==> src/svalu_pkg.sv <==
// Package with the constants, payload types and helpers of the saturating vector ALU.
`timescale 1ns / 1ps
package svalu_pkg;

  localparam int DATA_BITS = 16;
  localparam int LANES = 8;
  localparam int FRAC_BITS = 8;
  localparam int WORD_BITS = 128;
  localparam int DVD_BITS = DATA_BITS + FRAC_BITS;
  localparam int DIV_STEPS = DVD_BITS;
  localparam int SIX_RAW = 6 * (2 ** FRAC_BITS);
  localparam int LANE_MAX = (2 ** (DATA_BITS - 1)) - 1;
  localparam logic signed [DATA_BITS-1:0] SIX =
      (SIX_RAW > LANE_MAX) ? DATA_BITS'(LANE_MAX) : DATA_BITS'(SIX_RAW);

  localparam logic [2:0] OP_ADD = 3'd0;
  localparam logic [2:0] OP_SUB = 3'd1;
  localparam logic [2:0] OP_MUL = 3'd2;
  localparam logic [2:0] OP_DIV = 3'd3;
  localparam logic [2:0] OP_RELU = 3'd4;
  localparam logic [2:0] OP_CLAMP6 = 3'd5;

  localparam logic [1:0] ACT_POS = 2'd1;
  localparam logic [1:0] ACT_CLAMP6 = 2'd2;

  localparam logic CFG_OPERATION = 1'b0;
  localparam logic CFG_ACTIVATION = 1'b1;

  typedef struct packed {
    logic [63:0] a_word_low;
    logic [63:0] a_word_high;
    logic [63:0] b_word_low;
    logic [63:0] b_word_high;
    logic        last_word;
  } in_t;

  typedef struct packed {
    logic [63:0] c_word_low;
    logic [63:0] c_word_high;
    logic        last_out;
  } out_t;

  typedef struct packed {
    in_t        data;
    logic [2:0] op;
    logic [1:0] act;
  } item_t;

  function automatic logic signed [DATA_BITS-1:0] relu6(input logic signed [DATA_BITS-1:0] v);
    logic signed [DATA_BITS-1:0] r;
    if (v < 0) r = '0;
    else if (v > SIX) r = SIX;
    else r = v;
    return r;
  endfunction

endpackage

==> src/svalu_queue.sv <==
// Short item queue between the front and the back of the ALU.
`timescale 1ns / 1ps
module svalu_queue import svalu_pkg::*; (
  input  logic  clk_i,
  input  logic  rst_ni,
  input  logic  push_i,
  input  item_t item_i,
  output logic  full_o,
  input  logic  pop_i,
  output logic  valid_o,
  output item_t item_o
);

  logic [1:0] wr_q, rd_q;
  logic [2:0] cnt_q;
  item_t mem_q [4];

  assign full_o = cnt_q[2];
  assign valid_o = (cnt_q != 3'd0);
  assign item_o = mem_q[rd_q];

  always_ff @(posedge clk_i or negedge rst_ni) begin
    if (!rst_ni) begin
      wr_q <= '0;
      rd_q <= '0;
      cnt_q <= '0;
    end else begin
      if (push_i && !full_o) wr_q <= wr_q + 2'd1;
      if (pop_i && valid_o) rd_q <= rd_q + 2'd1;
      cnt_q <= cnt_q + 3'((push_i && !full_o)) - 3'((pop_i && valid_o));
    end
  end

  always_ff @(posedge clk_i) begin
    if (push_i && !full_o) mem_q[wr_q] <= item_i;
  end

endmodule

==> config.mk <==
export PLATFORM = sky130hd
export DESIGN_NAME = svalu_queue
export DESIGN_NICKNAME = d
export VERILOG_FILES = /design/src/svalu_pkg.sv /design/src/svalu_queue.sv
export SDC_FILE = /design/constraint.sdc
export NUM_CORES = 1
export LEC_CHECK = 0
export ABC_AREA = 1
export BUFFER_PORTS_ARGS = -buffer_cell sky130_fd_sc_hd__buf_2
export CAP_MARGIN = 0
export CORE_MARGIN = 8
export CORE_UTILIZATION = 60
export CTS_BUF_LIST = sky130_fd_sc_hd__clkbuf_8
export CTS_CLUSTER_DIAMETER = 60
export CTS_CLUSTER_SIZE = 24
export DETAILED_ROUTE_END_ITERATION = 10
export MAX_ROUTING_LAYER = met4
export PLACE_DENSITY = 0.84
export SYNTH_ARGS = -nofsm -noshare
export SYNTH_HDL_FRONTEND = slang
export SYNTH_SLANG_ARGS = --single-unit
==> constraint.sdc <==
create_clock -name clk_i -period 16.6 [get_ports clk_i]
set_input_delay 3.32 -clock clk_i [delete_from_list [all_inputs] [get_ports clk_i]]
set_output_delay 3.32 -clock clk_i [all_outputs]
set_load 0.05 [all_outputs]
# Yosys cells after proc, flatten, opt, wreduce, memory -nomap -nowiden

Memories as Yosys holds them, arrays and structs flattened.
Cells that the tools add are included.
W data, S select, Z words.

Add/subtract/negate cells: 4
Multiplexer cells: 2
Reductions and logical operators: 4

Operator list:

| cell                  | number |
|---|---|
| $add A2 B1 Y2 const B | 2 |
| $add A3 B1 Y3         | 1 |
| $reduce_bool A3 Y1    | 1 |
| $sub A3 B1 Y3         | 1 |
| $logic_and A1 B1 Y1   | 2 |
| $mux W1               | 2 |
| $logic_not A1 Y1      | 1 |

Register bits: 7
Memory bits (writable): 1048
Word-level logic and storage cells: 14
Memories kept: 1

Memory list:

| name  | words | bits a word | rd ports | clocked after Yosys merged registers in | wr ports | line              | RTL |
|---|---|---|---|---|---|---|---|
| mem_q | 4     | 262         | 1        | 0                                       | 1        | svalu_queue.sv:16 | `item_t mem_q [4];` |

# Longest topological paths before layout

Gate-level depths: netlist (run 1).

Word-level depth: 4
Mapped depth: 12
Gate-level depth less buffers: 12

# Worst setup path before layout (run 1)

OpenSTA, ideal clock, no wires.

Path type: input-to-reg
Start point: in push_i
End point: mem mem_q[0][0] (netlist name) (enable)
Library setup time: 891 ps
Arrival time: 14356 ps
Required time: 15709 ps
Path slack: 1353 ps
Cell stages on the path: 2
Cell sequence: nand2_1 nor2_1

Cells in the longest elaborated chain, start to end: 3

Ends and longest elaborated chain:

| what                          | line              | RTL |
|---|---|---|
| start, declared               | svalu_queue.sv:6  | `input logic push_i,` |
| $logic_and A1 B1 Y1           | svalu_queue.sv:35 | `if (push_i && !full_o) mem_q[wr_q] <= item_i;` |
| $mux W1                       | svalu_queue.sv:35 |  |
| $mux W1 (not written as such) | svalu_queue.sv:35 |  |
| end, declared                 | svalu_queue.sv:16 |  |

No other way between the ends.

==> metrics.cfg, run 1 <==
[drt]
routed-via-count = 25500
drt-pass1-iter-count = 5
antenna_violating_nets_post_route = 0
drt-wirelength-per-cell_um = 18.3
post_drt_via_cell_ratio = 5.29
wirelength_mm = 88.0
route.detailed.drc = 0
detail_route.iter0.violations = 2486

[setup_path]
worst-endpoint-required_ns = 13.28
worstPathBufferInverterCount = 4
critical_path.slowest_cell = sky130_fd_sc_hd__dfrtp_4
critPathCaptureType = primary output
worstSetupPathType = flip-flop to primary output
worstPathCellList = buf_4 > buf_12 > buf_4 > nor2_1 > nor2_1 > o21ai_1 > nand2_1 > buf_2
critical-path-max-stage-delay_ns = 0.94
critical_path_arrival_ns = 4.88
crit_fanout = 238
timing.critical_path.max_delay_family = buffers and inverters
critical_path.startpoint_type = flip-flop

[floorplanning]
floorplan.initialDensity_pct = 60.6
die_width_um = 279
design.core.area_um2 = 68700
die_ar_um2 = 78100
ios = 530
die_height_um = 279
row_count = 96

[synth]
synth.largest_area_cell = sky130_fd_sc_hd__edfxtp_1
synthesis.nets = 3645
synth_cell_types = 22
postSynthRegisterBits = 1055
synth_edf_count = 1048
synth_async_sr_flop_share_pct = 0.664
synth.top_cells.by_count = sky130_fd_sc_hd__edfxtp_1 (1048), sky130_fd_sc_hd__nand2_1 (798), sky130_fd_sc_hd__nor2_1 (530), sky130_fd_sc_hd__o21ai_0 (380), sky130_fd_sc_hd__inv_1 (276)
netlist_area_um2 = 41700
synth.yosys.warnings = 0
netlist_instances = 3372
ys_seq_area_share_pct = 76.0
synthFlopType = sky130_fd_sc_hd__edfxtp_1
syn-mean-instance-area_um2 = 12.4
synthTopCellsByArea = sky130_fd_sc_hd__edfxtp_1 (76%), sky130_fd_sc_hd__nand2_1 (7.2%), sky130_fd_sc_hd__nor2_1 (4.8%)
synth_most_common_cell = sky130_fd_sc_hd__edfxtp_1
synth_largest_type_area_fraction_pct = 75.5

[timing]
max_slew_margin_pct = 26.1
max_clock_freq_mhz = 122
final-setup-viol-count = 0
rsz_0062_raised_after_global_routing = false
actual_slew_at_the_worst_max_slew_pin_ns = 1.11
min_period_over_period_pct = 49.4
finalSetupTns_ns = 0
hold_viol_final = 0
clock-skew-final_ns = 0.0255
timing.final.max_slew_violations = 0
fin_crit_ns = 8.20

[clock_tree]
path_clk_slew_ns = 0.13
post_cts.repair.setup_buffers = 0
clkLatencyLatePin_ns = 0.68
cts.sink_count = 1055
cts_resized = 0
tritoncts = yes
holdBufCountCts = 0
cts_buffers = 55
max-clock-path-buffers = 3
cts-htree-levels = 2
clock_tree.root_cell = sky130_fd_sc_hd__clkbuf_8

[global_route]
total_grt_overflow = 0
wire_length_of_the_first_global_routing_pass_mm = 134
first_global_vias = 24900
grt_antenna_before_repair = 40
pin_count_of_the_biggest_net_entering_global_routing = 239
globalRouteTotalUtil_pct = 22.4

[layout]
num-nets-final = 4087
fraction_of_layout_instances_using_a_drive_strength_above_1_pct = 16.7
area.growth.synth_to_final_pct = 9.84

[run]
drv.max_cap_violation_count = 0

[placement]
globalplace.congestion = 0.795
io_buffers = 529
dp_hpwl_mm = 55.8

[power]
leakage_nw = 18.0
power.density_cell_area_nw_per_um2 = 192
ir_worst_vdd_mv = 0.205
power.total_mw = 8.77

[min_path]
hp-class = flip-flop to flip-flop

[outcome]
run_status = finished, final reports clean

[registers in the layout, summed over array words and instances (netlist names)]
signal,flops
cnt_q,3
wr_q,2
mem_q,1048
rd_q,2
[cell usage in the layout (no fill, tap or decap), types with 6 or more instances in the layout]
| cell | synthesis | routed |
|---|---|---|
| sky130_fd_sc_hd__nand2_1 | 798 | 798 |
| sky130_fd_sc_hd__dfrtp_1 | 7 | 6 |
| sky130_fd_sc_hd__edfxtp_1 | 1048 | 1048 |
| sky130_fd_sc_hd__o21ai_1 | 144 | 144 |
| sky130_fd_sc_hd__buf_4 | 7 | 29 |
| sky130_fd_sc_hd__buf_2 | 51 | 529 |
| sky130_fd_sc_hd__clkbuf_8 | 0 | 58 |
| sky130_fd_sc_hd__inv_1 | 276 | 287 |
| sky130_fd_sc_hd__diode_2 | 0 | 45 |
| sky130_fd_sc_hd__nor2_1 | 530 | 526 |
| sky130_fd_sc_hd__ha_1 | 6 | 6 |
| sky130_fd_sc_hd__o21ai_0 | 380 | 380 |
[per-layer routing]
metal  wire (um)  part of all wire, %  up-vias  track usage, %
met5           0                    0        -               -
met4        3130                  3.5        0            8.83
met3        7170                  8.1      154            5.00
met2       45200                   51      940            38.1
met1       32600                   37    12200            25.8
li1            -                    -    12300               -
[layout make-up]
class,instances,area [um^2]
flip-flops and latches,1055,31600
multi-input cells,1865,7770
diodes,45,113
well taps,931,1160
clock inverters,30,298
inverters,277,1050
fillers,4707,22900
repair buffers,560,2910
clock buffers,58,798
[power by group]
group	total, mW	switching (mW)	internal, mW
logic	4.16	3.34	0.822
clock network	1.14	0.756	0.389
registers	3.47	0.110	3.36
[through the flow]
step	util, %	setup slack (ns)	area [um^2]	instances	hold slack [ns]
final	66.6	8.40	45800	4821	0.523
after global routing	66.6	7.98	45700	4816	0.568
after CTS	66.4	8.39	45600	4776	0.529
after detailed placement	64.8	9.20	44500	4688	0.503
after global placement	64.8	9.34	44500	4688	0.494
after floorplan	-	1.35	41700	3372	0.441
[kinds of logic after synthesis]
kind of cell / count (synthesis) / share of synthesized area [%]
buf+inv: 452 / 5.44
fa+ha+maj: 7 / 0.228
simple gates: 1330 / 12.0
compound gates: 525 / 6.31
flops: 1055 / 76.0
xor+xnor: 3 / 0.0631
[worst paths after layout]
kind | slack [ns] | cells past startpoint | end | from
hold / removal | 0.52 | 1 | cnt_q[0]$_DFF_PN0_ | cnt_q[0]$_DFF_PN0_
setup / recovery | 8.40 | 8 | item_o[138] | rd_q[0]$_DFFE_PN0P_
min in group asynchronous | 2.44 | 1 | cnt_q[2]$_DFF_PN0_ | rst_ni
max in group asynchronous | 13.97 | 1 | cnt_q[0]$_DFF_PN0_ | rst_ni
hold reg to reg | 0.52 | 1 | cnt_q[0]$_DFF_PN0_ | cnt_q[0]$_DFF_PN0_
setup reg to reg | 12.78 | 5 | mem_q[3][155]$_DFFE_PP_ | cnt_q[2]$_DFF_PN0_
[worst register-to-register path: stages, from the launching register on]
cell and delay, ns:
sky130_fd_sc_hd__dfrtp_1 0.45, sky130_fd_sc_hd__inv_1 0.09, sky130_fd_sc_hd__nand2_1 0.31, sky130_fd_sc_hd__nor2_4 0.87, sky130_fd_sc_hd__buf_4 0.84, sky130_fd_sc_hd__buf_4 0.84
(Power assumes the default switching activity.)
==> run 2: changes to the inputs <==
--- a/config.mk
+++ b/config.mk
@@ -9,13 +9,13 @@
 export BUFFER_PORTS_ARGS = -buffer_cell sky130_fd_sc_hd__buf_2
 export CAP_MARGIN = 0
 export CORE_MARGIN = 8
-export CORE_UTILIZATION = 60
+export CORE_UTILIZATION = 54
 export CTS_BUF_LIST = sky130_fd_sc_hd__clkbuf_8
 export CTS_CLUSTER_DIAMETER = 60
 export CTS_CLUSTER_SIZE = 24
 export DETAILED_ROUTE_END_ITERATION = 10
 export MAX_ROUTING_LAYER = met4
-export PLACE_DENSITY = 0.84
+export PLACE_DENSITY = 0.8
 export SYNTH_ARGS = -nofsm -noshare
 export SYNTH_HDL_FRONTEND = slang
 export SYNTH_SLANG_ARGS = --single-unit
==> constraint.sdc (replaced) <==
create_clock -name clk_i -period 7.05 [get_ports clk_i]
set_input_delay 1.41 -clock clk_i [delete_from_list [all_inputs] [get_ports clk_i]]
set_output_delay 1.41 -clock clk_i [all_outputs]
set_load 0.05 [all_outputs]
==> run 2 against run 1 <==
Effect of this change:
- critical path depth down 1
- first-iteration DRC count shrank 16%
- hold slack got worse by 0.0015 ns
- flip-flop and latch count is the same
- register-to-register slack got worse by 8.5 ns
- final area rose by 0.71%
- largest power group unchanged
- non-clock buffer count shrank 16
- clock-buffer cell count increased by 3
- clock power rose to 2.5 times the previous value
- clock skew grew 0.016 ns
- sequential power grew 140%
- via count fell by 1.2%
==> metrics.cfg, run 2 (same netlist as run 1, synthesis figures left out) <==
[floorplanning]
die_width_um = 294  ; was 279 um
die_ar_um2 = 86300  ; was 78100 um^2
floorplan.initialDensity_pct = 54.1  ; was 60.6%
design.core.area_um2 = 77000  ; was 68700 um^2
ios = 530  ; unchanged
die_height_um = 294  ; was 279 um
row_count = 102  ; was 96

[timing]
clock-skew-final_ns = 0.0414  ; was 0.0255 ns
final_worst_setup_slack_ns = 1.65  ; was 8.40 ns
rsz_0062_raised_after_global_routing = false  ; unchanged
timing.final.max_slew_violations = 0  ; unchanged
hold_viol_final = 0  ; unchanged
min_period_over_period_pct = 76.6
max_slew_margin_pct = 18.0  ; was 26.1%
actual_slew_at_the_worst_max_slew_pin_ns = 1.23  ; was 1.11 ns
worst_slack_on_hold_paths_ns = 0.522  ; was 0.523 ns
max_clock_freq_mhz = 185
final-setup-viol-count = 0  ; unchanged
finalSetupTns_ns = 0  ; unchanged
fin_crit_ns = 5.40

[drt]
detail_route.iter0.violations = 2076  ; was 2486
routed-via-count = 25200  ; was 25500
route.detailed.drc = 0  ; unchanged
antenna_violating_nets_post_route = 0  ; unchanged
drt-wirelength-per-cell_um = 17.8  ; was 18.3 um
wirelength_mm = 87.4  ; was 88.0 mm
post_drt_via_cell_ratio = 5.12  ; was 5.29
drt-pass1-iter-count = 5  ; unchanged

[placement]
globalplace.congestion = 0.783  ; was 0.795
post_dp_cell_area_um2 = 44700  ; was 44500 um^2
dp_hpwl_mm = 52.1  ; was 55.8 mm
io_buffers = 529  ; unchanged
dpl.cell_count = 4781  ; was 4688
worst_setup_slack_after_placement_ns = 2.46  ; was 9.20 ns

[power]
power.total_mw = 20.8  ; was 8.77 mW
combPwrFrac_pct = 47.0  ; was 47.4%
switching_share_pct = 47.9  ; about the same
sequentialPowerShare_pct = 39.2  ; was 39.6%
power.internal_mw = 10.8  ; was 4.57 mW
net-switching-power_mw = 9.98  ; was 4.20 mW
leakage_nw = 18.0  ; about the same
ir_worst_vdd_mv = 0.419  ; was 0.205 mV
power.density_cell_area_nw_per_um2 = 452  ; was 192 nW/um^2
pwr-share-clk_pct = 13.8  ; was 13.0%

[setup_path]
critPathCaptureType = primary output  ; unchanged
critical_path_arrival_ns = 3.99  ; was 4.88 ns
crit_fanout = 276  ; was 238
critical_path.startpoint_type = flip-flop  ; unchanged
worst-endpoint-required_ns = 5.64  ; was 13.28 ns
worstSetupPathType = flip-flop to primary output  ; unchanged

[clock_tree]
post_cts.repair.setup_buffers = 0  ; unchanged
cts_buffers = 60  ; was 55
clkLatencyLatePin_ns = 0.73  ; was 0.68 ns
max-clock-path-buffers = 3  ; unchanged
cts-htree-levels = 2  ; unchanged
tritoncts = yes  ; unchanged
cts.sink_count = 1055  ; unchanged
holdBufCountCts = 0  ; unchanged
cts_resized = 0  ; unchanged
clock_tree.root_cell = sky130_fd_sc_hd__clkbuf_8  ; unchanged
path_clk_slew_ns = 0.13  ; about the same

[global_route]
wire_length_of_the_first_global_routing_pass_mm = 132  ; was 134 mm
total_grt_overflow = 0  ; unchanged
pin_count_of_the_biggest_net_entering_global_routing = 277  ; was 239
grt_antenna_before_repair = 38  ; was 40
globalRouteTotalUtil_pct = 19.9  ; was 22.4%
first_global_vias = 24100  ; was 24900

[layout]
filler_cell_count = 5773  ; was 4707
layout.core_utilization_pct = 59.9  ; was 66.6%
area.growth.synth_to_final_pct = 10.6  ; was 9.84%
num-nets-final = 4076  ; was 4087
layout.cells.most_common_list = sky130_fd_sc_hd__edfxtp_1 (1048), sky130_fd_sc_hd__nand2_1 (798), sky130_fd_sc_hd__buf_2 (529)  ; unchanged
instances_no_fill = 4924  ; was 4821
layout_commonest_cell = sky130_fd_sc_hd__edfxtp_1  ; unchanged
largest_reg_flops = 1048  ; unchanged
final_cell_area_um2 = 46100  ; was 45800 um^2
fraction_of_layout_instances_using_a_drive_strength_above_1_pct = 16.7  ; about the same
reg.largest.list = mem_q (1048), cnt_q (3)  ; unchanged
regMostFlops = mem_q  ; unchanged

[min_path]
hp-class = primary input to async pin  ; was flip-flop to flip-flop

[outcome]
run_status = finished, final reports clean  ; unchanged

[run]
drv.max_cap_violation_count = 0  ; unchanged

==> run 2: metal layers <==
metal,vias to the layer above,wire length (um),track usage [%]
met5,-,0,-
met2,732,45200,33.9
li1,12200,-,-
met3,129,6220,4.48
met1,12100,33600,23.5
met4,0,2400,6.28
==> run 2: cell type report <==
cell class | count | area, um^2 | area share, %
sequential | 1055 | 31600 | 68.7
multi-input combinational | 1865 | 7770 | 16.9
timing repair buffer | 544 | 2940 | 6.37
tap | 1040 | 1300 | 2.82
inverter | 277 | 1050 | 2.29
clock buffer | 61 | 840 | 1.82
clock inverter | 38 | 415 | 0.901
antenna | 44 | 110 | 0.239
==> run 2: final timing paths <==
path / from / end / cells past startpoint / slack [ns]
setup / recovery: rd_q[0]$_DFFE_PN0P_ / item_o[107] / 7 / 1.65
hold / removal: rst_ni / wr_q[1]$_DFFE_PN0P_ / 1 / 0.52
setup reg to reg: cnt_q[2]$_DFF_PN0_ / mem_q[0][110]$_DFFE_PP_ / 4 / 4.25
hold reg to reg: cnt_q[0]$_DFF_PN0_ / cnt_q[0]$_DFF_PN0_ / 1 / 0.54
max in group asynchronous: rst_ni / rd_q[0]$_DFFE_PN0P_ / 1 / 6.33
min in group clk_i: cnt_q[0]$_DFF_PN0_ / cnt_q[0]$_DFF_PN0_ / 1 / 0.54
==> run 2: power groups by stage <==
stage | combinational, mW | sequential (mW) | clock (mW)
after floorplan | 7.75 | 8.45 | 0
after global placement | 9.68 | 8.27 | 0
after detailed placement | 9.83 | 8.31 | 0
after CTS | 9.86 | 8.16 | 2.93
after global routing | 10.5 | 8.24 | 3.14
final | 9.78 | 8.17 | 2.87
==> run 2: worst max-delay path, stage by stage, from the launching register on <==
cell and delay (ns):
sky130_fd_sc_hd__dfrtp_4 0.92, sky130_fd_sc_hd__buf_12 0.55, sky130_fd_sc_hd__buf_12 0.81, sky130_fd_sc_hd__nand2_1 0.13
sky130_fd_sc_hd__o21ai_0 0.14, sky130_fd_sc_hd__nand2_1 0.09, sky130_fd_sc_hd__nand2_1 0.13, sky130_fd_sc_hd__buf_2 0.27
