## src/svalu_pkg.sv

```systemverilog
// Package with the constants, payload types and helpers of the saturating vector ALU.
`timescale 1ns / 1ps
package svalu_pkg;

  localparam int DATA_BITS = 16;
  localparam int LANES = 8;
  localparam int FRAC_BITS = 8;
  localparam int WORD_BITS = 128;
  localparam int DVD_BITS = DATA_BITS + FRAC_BITS;
  localparam int DIV_STEPS = DVD_BITS;
  localparam int SIX_RAW = 6 * (2 ** FRAC_BITS);
  localparam int LANE_MAX = (2 ** (DATA_BITS - 1)) - 1;
  localparam logic signed [DATA_BITS-1:0] SIX =
      (SIX_RAW > LANE_MAX) ? DATA_BITS'(LANE_MAX) : DATA_BITS'(SIX_RAW);

  localparam logic [2:0] OP_ADD = 3'd0;
  localparam logic [2:0] OP_SUB = 3'd1;
  localparam logic [2:0] OP_MUL = 3'd2;
  localparam logic [2:0] OP_DIV = 3'd3;
  localparam logic [2:0] OP_RELU = 3'd4;
  localparam logic [2:0] OP_CLAMP6 = 3'd5;

  localparam logic [1:0] ACT_POS = 2'd1;
  localparam logic [1:0] ACT_CLAMP6 = 2'd2;

  localparam logic CFG_OPERATION = 1'b0;
  localparam logic CFG_ACTIVATION = 1'b1;

  typedef struct packed {
    logic [63:0] a_word_low;
    logic [63:0] a_word_high;
    logic [63:0] b_word_low;
    logic [63:0] b_word_high;
    logic        last_word;
  } in_t;

  typedef struct packed {
    logic [63:0] c_word_low;
    logic [63:0] c_word_high;
    logic        last_out;
  } out_t;

  typedef struct packed {
    in_t        data;
    logic [2:0] op;
    logic [1:0] act;
  } item_t;

  function automatic logic signed [DATA_BITS-1:0] relu6(input logic signed [DATA_BITS-1:0] v);
    logic signed [DATA_BITS-1:0] r;
    if (v < 0) r = '0;
    else if (v > SIX) r = SIX;
    else r = v;
    return r;
  endfunction

endpackage

```

## src/svalu_front.sv

```systemverilog
// Front end: configuration registers and tagging of accepted words.
`timescale 1ns / 1ps
module svalu_front import svalu_pkg::*; (
  input  logic       clk_i,
  input  logic       rst_ni,
  input  logic       cfg_we_i,
  input  logic       cfg_idx_i,
  input  logic [2:0] cfg_data_i,
  input  in_t        in_i,
  output item_t      item_o
);

  logic [2:0] op_q;
  logic [1:0] act_q;

  always_ff @(posedge clk_i or negedge rst_ni) begin
    if (!rst_ni) begin
      op_q <= '0;
      act_q <= '0;
    end else if (cfg_we_i) begin
      if (cfg_idx_i == CFG_OPERATION) op_q <= cfg_data_i;
      if (cfg_idx_i == CFG_ACTIVATION) act_q <= cfg_data_i[1:0];
    end
  end

  assign item_o = '{data: in_i, op: op_q, act: act_q};

endmodule

```

## config.mk

```make
export PLATFORM = sky130hd
export DESIGN_NAME = svalu_front
export DESIGN_NICKNAME = d
export VERILOG_FILES = /design/src/svalu_pkg.sv /design/src/svalu_front.sv
export SDC_FILE = /design/constraint.sdc
export NUM_CORES = 1
export LEC_CHECK = 0
export ABC_CLOCK_PERIOD_IN_PS = 1900
export BUFFER_PORTS_ARGS = -buffer_cell sky130_fd_sc_hd__buf_2
export CAP_MARGIN = 20
export CORE_AREA = 2 2 207 209
export CTS_CLUSTER_DIAMETER = 60
export CTS_CLUSTER_SIZE = 10
export DETAILED_ROUTE_END_ITERATION = 16
export DIE_AREA = 0 0 209 211
export GPL_ROUTABILITY_DRIVEN = 0
export PLACE_DENSITY = 0.3
export SYNTH_ARGS = -nofsm -noshare
export SYNTH_HDL_FRONTEND = slang
export SYNTH_SLANG_ARGS = --single-unit
```

## constraint.sdc

```tcl
create_clock -name clk_i -period 1.9 [get_ports clk_i]
set_input_delay 0.095 -clock clk_i [delete_from_list [all_inputs] [get_ports clk_i]]
set_output_delay 0.095 -clock clk_i [all_outputs]
set_load 0.05 [all_outputs]
```

Yosys cells after proc, flatten, opt, wreduce, memory -nomap -nowiden
Index checks and enable logic that the tools add are counted.
{ "totals": {"inputBits": 264, "out_inout_bits": 262, "elab_cells": 5, "register_bits": 5} }
{ "classes": {"reduce_logical": 2, "n_bitwise": 1} }
{ "op_table": {"columns": ["op", "n"], "rows": [
  ["2-bit AND reduction", 2],
  ["1-bit NOT", 1]
]} }

Longest topological paths before layout
Gate-level depths: netlist (run 1).
{ "depth": {"ltp_word": 2, "depth_mapped": 2, "ltp_nobuf": 2} }

Worst setup path after synthesis (run 1)
OpenSTA, ideal clock, no wires.
{ "synth_path": {"kind": "reg-to-reg", "start": "reg, netlist name op_q[0]", "end": "reg op_q[0]", "path_stages_with_launch": 2, "synth_period_minus_slack_ns": 0.988, "required_ns": 1.775, "t_arrival_ns": 0.863, "path_buffers": 0, "setup_ns": 0.125, "slack_ns": 0.912, "cell_sequence": "dfrtp_1 -> mux2_2"} }
{ "synth_rtl": {"columns": ["item", "line", "source"], "rows": [
  ["end signal, assigned", "svalu_front.sv:21", "if (cfg_idx_i == CFG_OPERATION) op_q <= cfg_data_i;"],
  ["end, declared", "svalu_front.sv:13", "logic [2:0] op_q;"]
]} }

Worst setup path in the final report (run 1)
{ "layout_path": {"start": "reg act_q[0]", "end": "out item_o[0] (netlist name)"} }
{ "layout_rtl": {"columns": ["item", "line", "source"], "rows": [
  ["start, declared", "svalu_front.sv:14", "logic [1:0] act_q;"],
  ["start signal, assigned", "svalu_front.sv:22", "if (cfg_idx_i == CFG_ACTIVATION) act_q <= cfg_data_i[1:0];"],
  ["end, declared", "svalu_front.sv:10", "output item_t item_o"]
]} }
No word-level cell between the ends.

==> impl_metrics.py, run 1 <==
metrics = {
    "run_status": {
        "status": "finished clean",
    },
    "floorplan": {
        "initial_core_util": 0.05121,
        "die_area_um2": 44100,
        "fp.dieH_um": 211,
        "core-area_um2": 41760,
        "rows": 75,
        "pin_count": 526,
        "die_width_um": 209,
    },
    "drt": {
        "dr.pass1.iters": 4,
        "ant_nets": 0,
        "vias": 610,
        "drt-total-wl_mm": 7.651,
        "vias_per_cell": 1.076,
        "drc": 0,
        "routedWlPerCell_um": 13.49,
        "drt-initial-drc-count": 17,
    },
    "place": {
        "placed_cells": 562,
        "io_buffers": 11,
        "placed_area_um2": 938.4,
    },
    "sta": {
        "setup_tns_ns": 0,
        "slew_viol_final": 0,
        "post-route-period-util": 0.4847,
        "setup_viol": 0,
        "clock.fmax_mhz": 1086,
        "fin_crit_ns": 0.9208,
        "skew_ns": 0,
        "hold_viol_final": 0,
        "rsz0062_at_grt": "false",
        "worst_pin_slew_ns": 0.2592,
        "slew_headroom": 0.8284,
    },
    "setup_path": {
        "rr_startpoint": "act_q[0]",
        "crit_path_cell_trace": "buf_2",
        "critPathRequiredTime_ns": 1.80,
        "slowest_delay_ns": 0.33,
        "cp_slowest_cell": "dfrtp_1",
        "path_class": "reg2out",
        "critPathTopFamily": "flip-flops",
        "critPathArrivalTime_ns": 0.83,
        "critPathLaunchType": "flop",
        "cp_num_buf_inv": 1,
        "end_kind": "output port",
        "startpoint": "act_q[0]",
        "cp_max_fo": 2,
    },
    "power": {
        "peakVddDrop_uv": 272.4,
        "pwr-share-seq": 0.222,
        "power.density_nw_per_um2": 569.9,
        "swShare": 0.2553,
        "p_comb_frac": 0.190,
        "p_clk_frac": 0.588,
        "p_leak_nw": 0.1835,
        "internal_power_mw": 0.4360,
        "p_sw_mw": 0.1495,
    },
    "global_route": {
        "grt_pass1_wl_mm": 8.542,
        "grt_overflow_total": 0,
        "grt-busiest-layer": "met4",
        "use_met3": 0.03970,
        "grt_max_degree": 6,
        "grt_usage": 0.03043,
        "grtUsageMet2": 0.04080,
        "antenna_found_initial": 0,
        "use_met1": 0.009848,
        "grt_pass1_vias": 760,
    },
    "yosys": {
        "ys_seq_area_frac": 0.05851,
        "ys_ff_latch": 5,
        "synth_top_area_share": 0.9023,
        "synthTopCellsByArea": "buf_4, dfrtp_1, mux2_2, mux2_4, nor2b_4",
        "yosys_warnings": 0,
        "avgSynthCellArea_um2": 7.949,
        "syn_inst": 269,
        "yosys.area.top_type": "buf_4",
        "mappedNetlistArea_um2": 2138,
        "syn_nets": 533,
        "yosysUniqueCellTypes": 6,
    },
    "layout": {
        "syn_to_final_growth_pct": -51.96,
        "fin_cells": 567,
        "drive_gt1_frac": 0.7500,
        "n_antenna_cell": 0,
        "layout.nets": 293,
        "final_area_um2": 1027,
    },
    "clocking": {
        "clk_pin_slew_ns": 0.03,
        "cts_tree": "done",
        "clk_path_buf_depth": 2,
        "htree_levels": 1,
        "post_cts_resized": 0,
        "clk_latency_ns": 0.23,
        "clock_sinks": 5,
        "cts-buffers-inserted": 3,
        "clock-root-buffer": "clkbuf_16",
    },
    "run": {
        "cap_violations": 0,
    },
    "worst_hold_path": {
        "holdCritPathClass": "in2reg",
        "hold_start": "cfg_data_i[2]",
    },
}
## registers in the layout, summed over array words and instances, names as in the netlist
| register | cells |
|---|---|
| act_q | 2 |
| op_q | 3 |
## Yosys cell counts
library cell  count
buf_4           257
dfrtp_1           5
mux2_2            3
mux2_4            2
nand2_2           1
nor2b_4           1
## what timing repair did
| action | in CTS | in global routing |
|---|---|---|
| setup buffers | 0 | 0 |
| hold buffers | 1 | 0 |
| endpoints found under the hold margin | 5 | 0 |
## through the flow
stage	setup WS (ns)	power, mW	util	hold slack [ns]
final	0.9792	0.5854	0.02460	0.1030
after global routing	0.9469	0.6059	0.02460	0.1155
after CTS	0.9750	0.5919	0.02460	0.1017
after detailed placement	1.066	0.2416	0.02247	-0.08141
after global placement	1.068	0.2421	0.02247	-0.07712
after floorplan	0.9118	1.669	-	-0.2006
## final cells by class
type | count | area (um2)
clock buffers | 4 | 78.83
fillers | 4939 | 40730
multi-input cells | 7 | 83.83
flip-flops and latches | 5 | 125.1
well taps | 539 | 674.4
repair buffers | 12 | 65.06
## layout by cell type (no fill, tap or decap)
cell            n
buf_2          11
dfrtp_1         5
mux2_2          3
clkbuf_16       3
mux2_4          2
nor2b_4         1
nand2_2         1
clkbuf_1        1
dlygate4sd3_1   1
## routing by layer
layer | vias up | share of wire
li1 | 73 | -
met5 | - | 0
met2 | 258 | 0.40
met1 | 159 | 0.12
met4 | 0 | 0.18
met3 | 120 | 0.30
## worst paths after layout
check | cells past startpoint | to | slack (ns)
max reg2reg | 1 | act_q[0] | 1.16
min | 2 | op_q[2] | 0.10
min in group asynchronous | 2 | op_q[0] | 0.23
max in group asynchronous | 2 | op_q[1] | 1.53
min reg2reg | 1 | op_q[2] | 0.50
max | 1 | item_o[0] | 0.98
## power by group through the flow
| stage | Combinational, mW | Clock (mW) | Sequential (mW) |
|---|---|---|---|
| after floorplan | 1.48 | 0 | 0.188 |
| after global placement | 0.111 | 0 | 0.132 |
| after detailed placement | 0.110 | 0 | 0.131 |
| after CTS | 0.112 | 0.349 | 0.130 |
| after global routing | 0.116 | 0.358 | 0.132 |
| final | 0.111 | 0.344 | 0.130 |
## logic make-up after synthesis
logic type | share of synthesized area
DFF | 0.05851
muxes | 0.02984
buffers and inverters | 0.9023
and+or+nand+nor | 0.009363
No activity file was read; power rests on OpenSTA's default activity.
==> run 2: changes to the inputs <==
--- a/config.mk
+++ b/config.mk
@@ -5,14 +5,15 @@
 export SDC_FILE = /design/constraint.sdc
 export NUM_CORES = 1
 export LEC_CHECK = 0
-export ABC_CLOCK_PERIOD_IN_PS = 1900
+export ABC_AREA = 1
+export ABC_CLOCK_PERIOD_IN_PS = 910
 export BUFFER_PORTS_ARGS = -buffer_cell sky130_fd_sc_hd__buf_2
 export CAP_MARGIN = 20
-export CORE_AREA = 2 2 207 209
+export CORE_AREA = 2 2 204 206
 export CTS_CLUSTER_DIAMETER = 60
 export CTS_CLUSTER_SIZE = 10
 export DETAILED_ROUTE_END_ITERATION = 16
-export DIE_AREA = 0 0 209 211
+export DIE_AREA = 0 0 206 208
 export GPL_ROUTABILITY_DRIVEN = 0
 export PLACE_DENSITY = 0.3
 export SYNTH_ARGS = -nofsm -noshare
==> constraint.sdc (replaced) <==
create_clock -name clk_i -period 0.91 [get_ports clk_i]
set_input_delay 0.0455 -clock clk_i [delete_from_list [all_inputs] [get_ports clk_i]]
set_output_delay 0.0455 -clock clk_i [all_outputs]
set_load 0.05 [all_outputs]
==> run 2 against run 1 <==
First-iteration DRC count is 5.9% higher. Final cell count is 0.71% higher. Via count is 3.8% higher.
==> impl_metrics.py, run 2 <==
metrics = {
    "clocking": {
        "cts_tree": "done",
        "clk_path_buf_depth": 2,
        "holdBufCountCts": 1,
        "clk_pin_slew_ns": 0.03,
        "clock-root-buffer": "clkbuf_16",
        "cts-buffers-inserted": 3,
        "htree_levels": 1,
        "post_cts_resized": 0,
        "cts_setup_buffers": 0,
        "clock_sinks": 5,
        "clk_latency_ns": 0.23,
    },
    "layout": {
        "final_area_um2": 1012,
        "layout_common_cells": "nand2_1, buf_2, nand3_1, dfrtp_1, clkbuf_16",
        "utilization": 0.02496,
        "fin_cells": 571,
        "n_antenna_cell": 0,
        "largest_reg_flops": 3,
        "drive_gt1_frac": 0.4103,
        "syn_to_final_growth_pct": -52.50,
        "fill_cells": 4878,
        "top_regs": "op_q: 3 flops, act_q: 2 flops",
        "top_register": "op_q",
        "layout.nets": 304,
    },
    "yosys": {
        "ys_ff_latch": 5,
        "async_flop_share": 1.000,
        "yosys.area.top_type": "buf_4",
        "yosysUniqueCellTypes": 6,
        "yosysMostFrequentCell": "buf_4",
        "synth_top_area_share": 0.9055,
        "yosys_warnings": 0,
        "avgSynthCellArea_um2": 7.610,
        "synthTopCellsByCount": "buf_4, nand2_1, dfrtp_1, nand3_1",
        "ys_seq_area_frac": 0.05872,
        "syn_nets": 544,
        "mappedNetlistArea_um2": 2131,
        "synth_edf_count": 0,
        "synthTopCellsByArea": "buf_4, dfrtp_1, nand2_1, nand3_1, nand2_2",
        "syn_inst": 280,
        "synth_flop_cell": "dfrtp_1",
    },
    "setup_path": {
        "startpoint": "op_q[2]",
        "worstRegToRegCells": 2,
        "end_kind": "output port",
        "reg2reg_slack_ns": 0.32,
        "cp_num_buf_inv": 1,
        "slowest_delay_ns": 0.33,
        "critPathTopFamily": "flip-flops",
        "critPathArrivalTime_ns": 0.82,
        "cp_max_fo": 2,
        "rr_startpoint": "act_q[1]",
        "path_class": "reg2out",
        "cp_slowest_cell": "dfrtp_1",
        "critPathRequiredTime_ns": 0.86,
        "reg2reg_to": "act_q[1]",
        "path_depth": 1,
        "crit_path_cell_trace": "buf_2",
        "cp-endpoint": "item_o[4]",
        "critPathLaunchType": "flop",
    },
    "sta": {
        "worst_pin_slew_ns": 0.2504,
        "post-route-period-util": 0.9521,
        "slew_viol_final": 0,
        "hold_viol_final": 0,
        "clock.fmax_mhz": 1154,
        "skew_ns": 0,
        "rsz0062_at_grt": "false",
        "hold_slack_ns": 0.08929,
        "setup_tns_ns": 0,
        "slew_headroom": 0.8342,
        "fin_crit_ns": 0.8664,
        "setup_ws_ns": 0.04355,
        "setup_viol": 0,
    },
    "global_route": {
        "antenna_found_initial": 0,
        "grt_pass1_wl_mm": 8.818,
        "grt_max_degree": 8,
        "grt_usage": 0.03560,
        "grt_overflow_total": 0,
        "grt_pass1_vias": 793,
    },
    "floorplan": {
        "core-area_um2": 40550,
        "rows": 74,
        "fp.dieH_um": 208,
        "pin_count": 526,
        "die_area_um2": 42850,
        "initial_core_util": 0.05254,
        "die_width_um": 206,
    },
    "place": {
        "placed_area_um2": 922.1,
        "place_ws_ns": 0.2869,
        "io_buffers": 11,
        "placed_cells": 566,
        "dpl.hpwl_mm": 6.578,
    },
    "drt": {
        "dr.pass1.iters": 2,
        "vias_per_cell": 1.109,
        "drc": 0,
        "routedWlPerCell_um": 13.90,
        "drt-total-wl_mm": 7.936,
        "ant_nets": 0,
        "vias": 633,
        "drt-initial-drc-count": 18,
    },
    "power": {
        "total_power_mw": 1.184,
        "p_leak_nw": 0.2048,
        "peakVddDrop_uv": 287.1,
        "power.density_nw_per_um2": 1170,
    },
    "worst_hold_path": {
        "holdCritPathClass": "in2reg",
    },
    "run_status": {
        "status": "finished clean",
    },
    "run": {
        "cap_violations": 0,
    },
}
run 2: cell count changes after synthesis:
cell     change
inv_1        +1
mux2_2       -3
mux2_4       -2
nand2_1     +11
nand3_1      +5
nor2b_4      -1
run 2: worst min path at each step:
stage,end,startpoint,cells after the start
2_1_floorplan,act_q[0],rst_ni,0
3_3_place_gp,op_q[1],rst_ni,1
3_5_place_dp,act_q[0],rst_ni,1
4_1_cts,item_o[140],in_i[135],0
5_1_grt,item_o[192],in_i[187],0
6_report,op_q[0],cfg_data_i[0],3
run 2: cell families (layout without fill, tap and decap cells):
family                 Yosys count  count (layout)  share of synthesized area
and+or+nand+nor                 17              17                    0.03406
buffers and inverters          258              17                     0.9072
DFF                              5               5                    0.05872
run 2: power by group:
part / internal, mW / switching (mW) / total, mW
combinational: 0.0456 / 0.150 / 0.195
clock: 0.574 / 0.152 / 0.726
sequential: 0.251 / 0.0115 / 0.263
run 2: metal layers:
metal,vias to the layer above,GRT usage,wire length [um]
met5,-,0,0
met4,0,0.1049,2594
met3,165,0.04276,2166
met2,187,0.03309,2316
met1,176,0.009642,859
li1,105,-,-
run 2: final cells by class:
| cell class | instances | area, um2 | share of cell area |
|---|---|---|---|
| Clock buffer | 3 | 75.07 | 0.07417 |
| Multi-Input combinational cell | 17 | 72.57 | 0.07169 |
| Sequential cell | 5 | 125.1 | 0.1236 |
| Timing Repair Buffer | 12 | 65.06 | 0.06428 |
| Inverter | 1 | 3.754 | 0.003708 |
| Tap cell | 532 | 665.6 | 0.6576 |
| Clock inverter | 1 | 5.005 | 0.004944 |
==> run 3: changes to the inputs <==
--- a/config.mk
+++ b/config.mk
@@ -15,6 +15,8 @@
 export DETAILED_ROUTE_END_ITERATION = 16
 export DIE_AREA = 0 0 206 208
 export GPL_ROUTABILITY_DRIVEN = 0
+export GPL_TIMING_DRIVEN = 0
+export HOLD_SLACK_MARGIN = 0.06
 export PLACE_DENSITY = 0.3
 export SYNTH_ARGS = -nofsm -noshare
 export SYNTH_HDL_FRONTEND = slang
==> constraint.sdc (replaced) <==
create_clock -name clk_i -period 0.91 [get_ports clk_i]
set_input_delay 0.091 -clock clk_i [delete_from_list [all_inputs] [get_ports clk_i]]
set_output_delay 0.091 -clock clk_i [all_outputs]
set_load 0.05 [all_outputs]
==> run 3 against run 2 <==
Clock skew is the same. Hold slack gained 0.031 ns. Clock-buffer cell count grew 1. Fmax shrank 1.6%. Register-to-register slack lost 0.03 ns.
==> impl_metrics.py, run 3 (synthesis gave the netlist of run 2 again) <==
metrics = {
    "clocking": {
        "clk_path_buf_depth": 2,
        "htree_levels": 1,
        "clock_sinks": 5,
        "clock-root-buffer": "clkbuf_16",
        "cts-buffers-inserted": 3,
        "cts_tree": "done",
        "clk_latency_ns": 0.22,
        "cts_setup_buffers": 0,
        "clk_pin_slew_ns": 0.03,
    },
    "drt": {
        "vias": 2497,
        "routedWlPerCell_um": 10.27,
        "drt-total-wl_mm": 11.15,
        "vias_per_cell": 2.299,
        "dr.pass1.iters": 4,
        "drc": 0,
        "drt-initial-drc-count": 34,
        "ant_nets": 0,
    },
    "setup_path": {
        "critPathTopFamily": "flip-flops",
        "slowest_delay_ns": 0.37,
        "critPathRequiredTime_ns": 0.82,
        "cp_num_buf_inv": 1,
        "crit_path_cell_trace": "buf_4",
        "path_class": "reg2out",
        "critPathLaunchType": "flop",
        "cp_max_fo": 2,
        "end_kind": "output port",
        "critPathArrivalTime_ns": 0.79,
        "cp_slowest_cell": "dfrtp_1",
    },
    "floorplan": {
        "die_width_um": 206,
        "initial_core_util": 0.05254,
        "core-area_um2": 40550,
        "rows": 74,
        "fp.dieH_um": 208,
        "die_area_um2": 42850,
        "pin_count": 526,
    },
    "layout": {
        "syn_to_final_growth_pct": 99.24,
        "largest_reg_flops": 3,
        "final_common_cell": "buf_2",
        "layout.nets": 818,
        "drive_gt1_frac": 0.9566,
        "utilization": 0.1047,
        "layout_common_cells": "buf_2, buf_4, nand2_1, nand3_1, dfrtp_1",
        "final_area_um2": 4245,
        "top_register": "op_q",
        "fin_cells": 1086,
        "top_regs": "op_q: 3 flops, act_q: 2 flops",
    },
    "power": {
        "peakVddDrop_uv": 492.5,
        "p_leak_nw": 2.452,
        "power.density_nw_per_um2": 1140,
    },
    "sta": {
        "hold_slack_ns": 0.1199,
        "rsz0062_at_grt": "false",
        "clock.fmax_mhz": 1135,
        "hold_viol_final": 0,
        "fin_crit_ns": 0.8809,
        "worst_pin_slew_ns": 0.3001,
        "skew_ns": 0,
        "slew_headroom": 0.8013,
        "post-route-period-util": 0.9680,
        "setup_tns_ns": 0,
        "setup_viol": 0,
        "slew_viol_final": 0,
    },
    "worst_hold_path": {
        "holdCritPathClass": "in2reg",
    },
    "global_route": {
        "antenna_found_initial": 1,
        "grt_max_degree": 8,
        "grt_overflow_total": 0,
        "grt_pass1_wl_mm": 13.60,
        "grt_usage": 0.04547,
        "grt_pass1_vias": 2320,
    },
    "place": {
        "io_buffers": 268,
        "placed_area_um2": 4138,
        "placed_cells": 1080,
    },
    "run": {
        "cap_violations": 0,
    },
    "run_status": {
        "status": "finished clean",
    },
}
[run 3: per-stage QoR]
step	setup WS (ns)	total power, mW
floorplan	0.07754	3.441
global placement	0.1915	4.149
detailed placement	0.1937	4.131
CTS	0.003577	4.875
global route	0.006013	5.019
finish	0.02910	4.841
[run 3: layer usage]
metal / routed length, um / vias up / track usage
li1: - / 1133 / -
met1: 2556 / 1034 / 0.03131
met2: 6443 / 307 / 0.09662
met3: 1534 / 23 / 0.01582
met4: 616 / 0 / 0.02980
met5: 0 / - / 0
[run 3: repair_timing]
item,4_1_cts,5_1_grt
endpoints found under the setup margin,5,1
hold endpoints to repair,5,0
resized for setup,5,1
hold buffers,1,0
[run 3: worst paths after layout]
kind	slack [ns]	from	depth (start not counted)	end
worst max-delay path	0.03	op_q[2]	1	item_o[4]
worst min-delay path	0.12	cfg_data_i[2]	3	op_q[2]
worst max register to register	0.29	act_q[0]	2	act_q[0]
worst min register to register	0.47	act_q[1]	2	act_q[1]
max in group asynchronous	0.56	rst_ni	2	op_q[0]
min in group asynchronous	0.22	rst_ni	2	op_q[1]
[run 3: layout make-up]
cell class | count | area, um2
inverter | 1 | 3.754
antenna | 1 | 2.502
clock buffer | 4 | 78.83
sequential | 5 | 125.1
multi-input combinational | 17 | 72.57
timing repair buffer | 269 | 1368
tap | 532 | 665.6
fill | 4738 | 36310
buffer | 257 | 1929
[run 3: where the power goes]
group	total [mW]	internal (mW)	switching (mW)
combinational	3.86	1.15	2.71
sequential	0.269	0.252	0.0169
clock	0.710	0.579	0.130
total	4.84	1.98	2.86
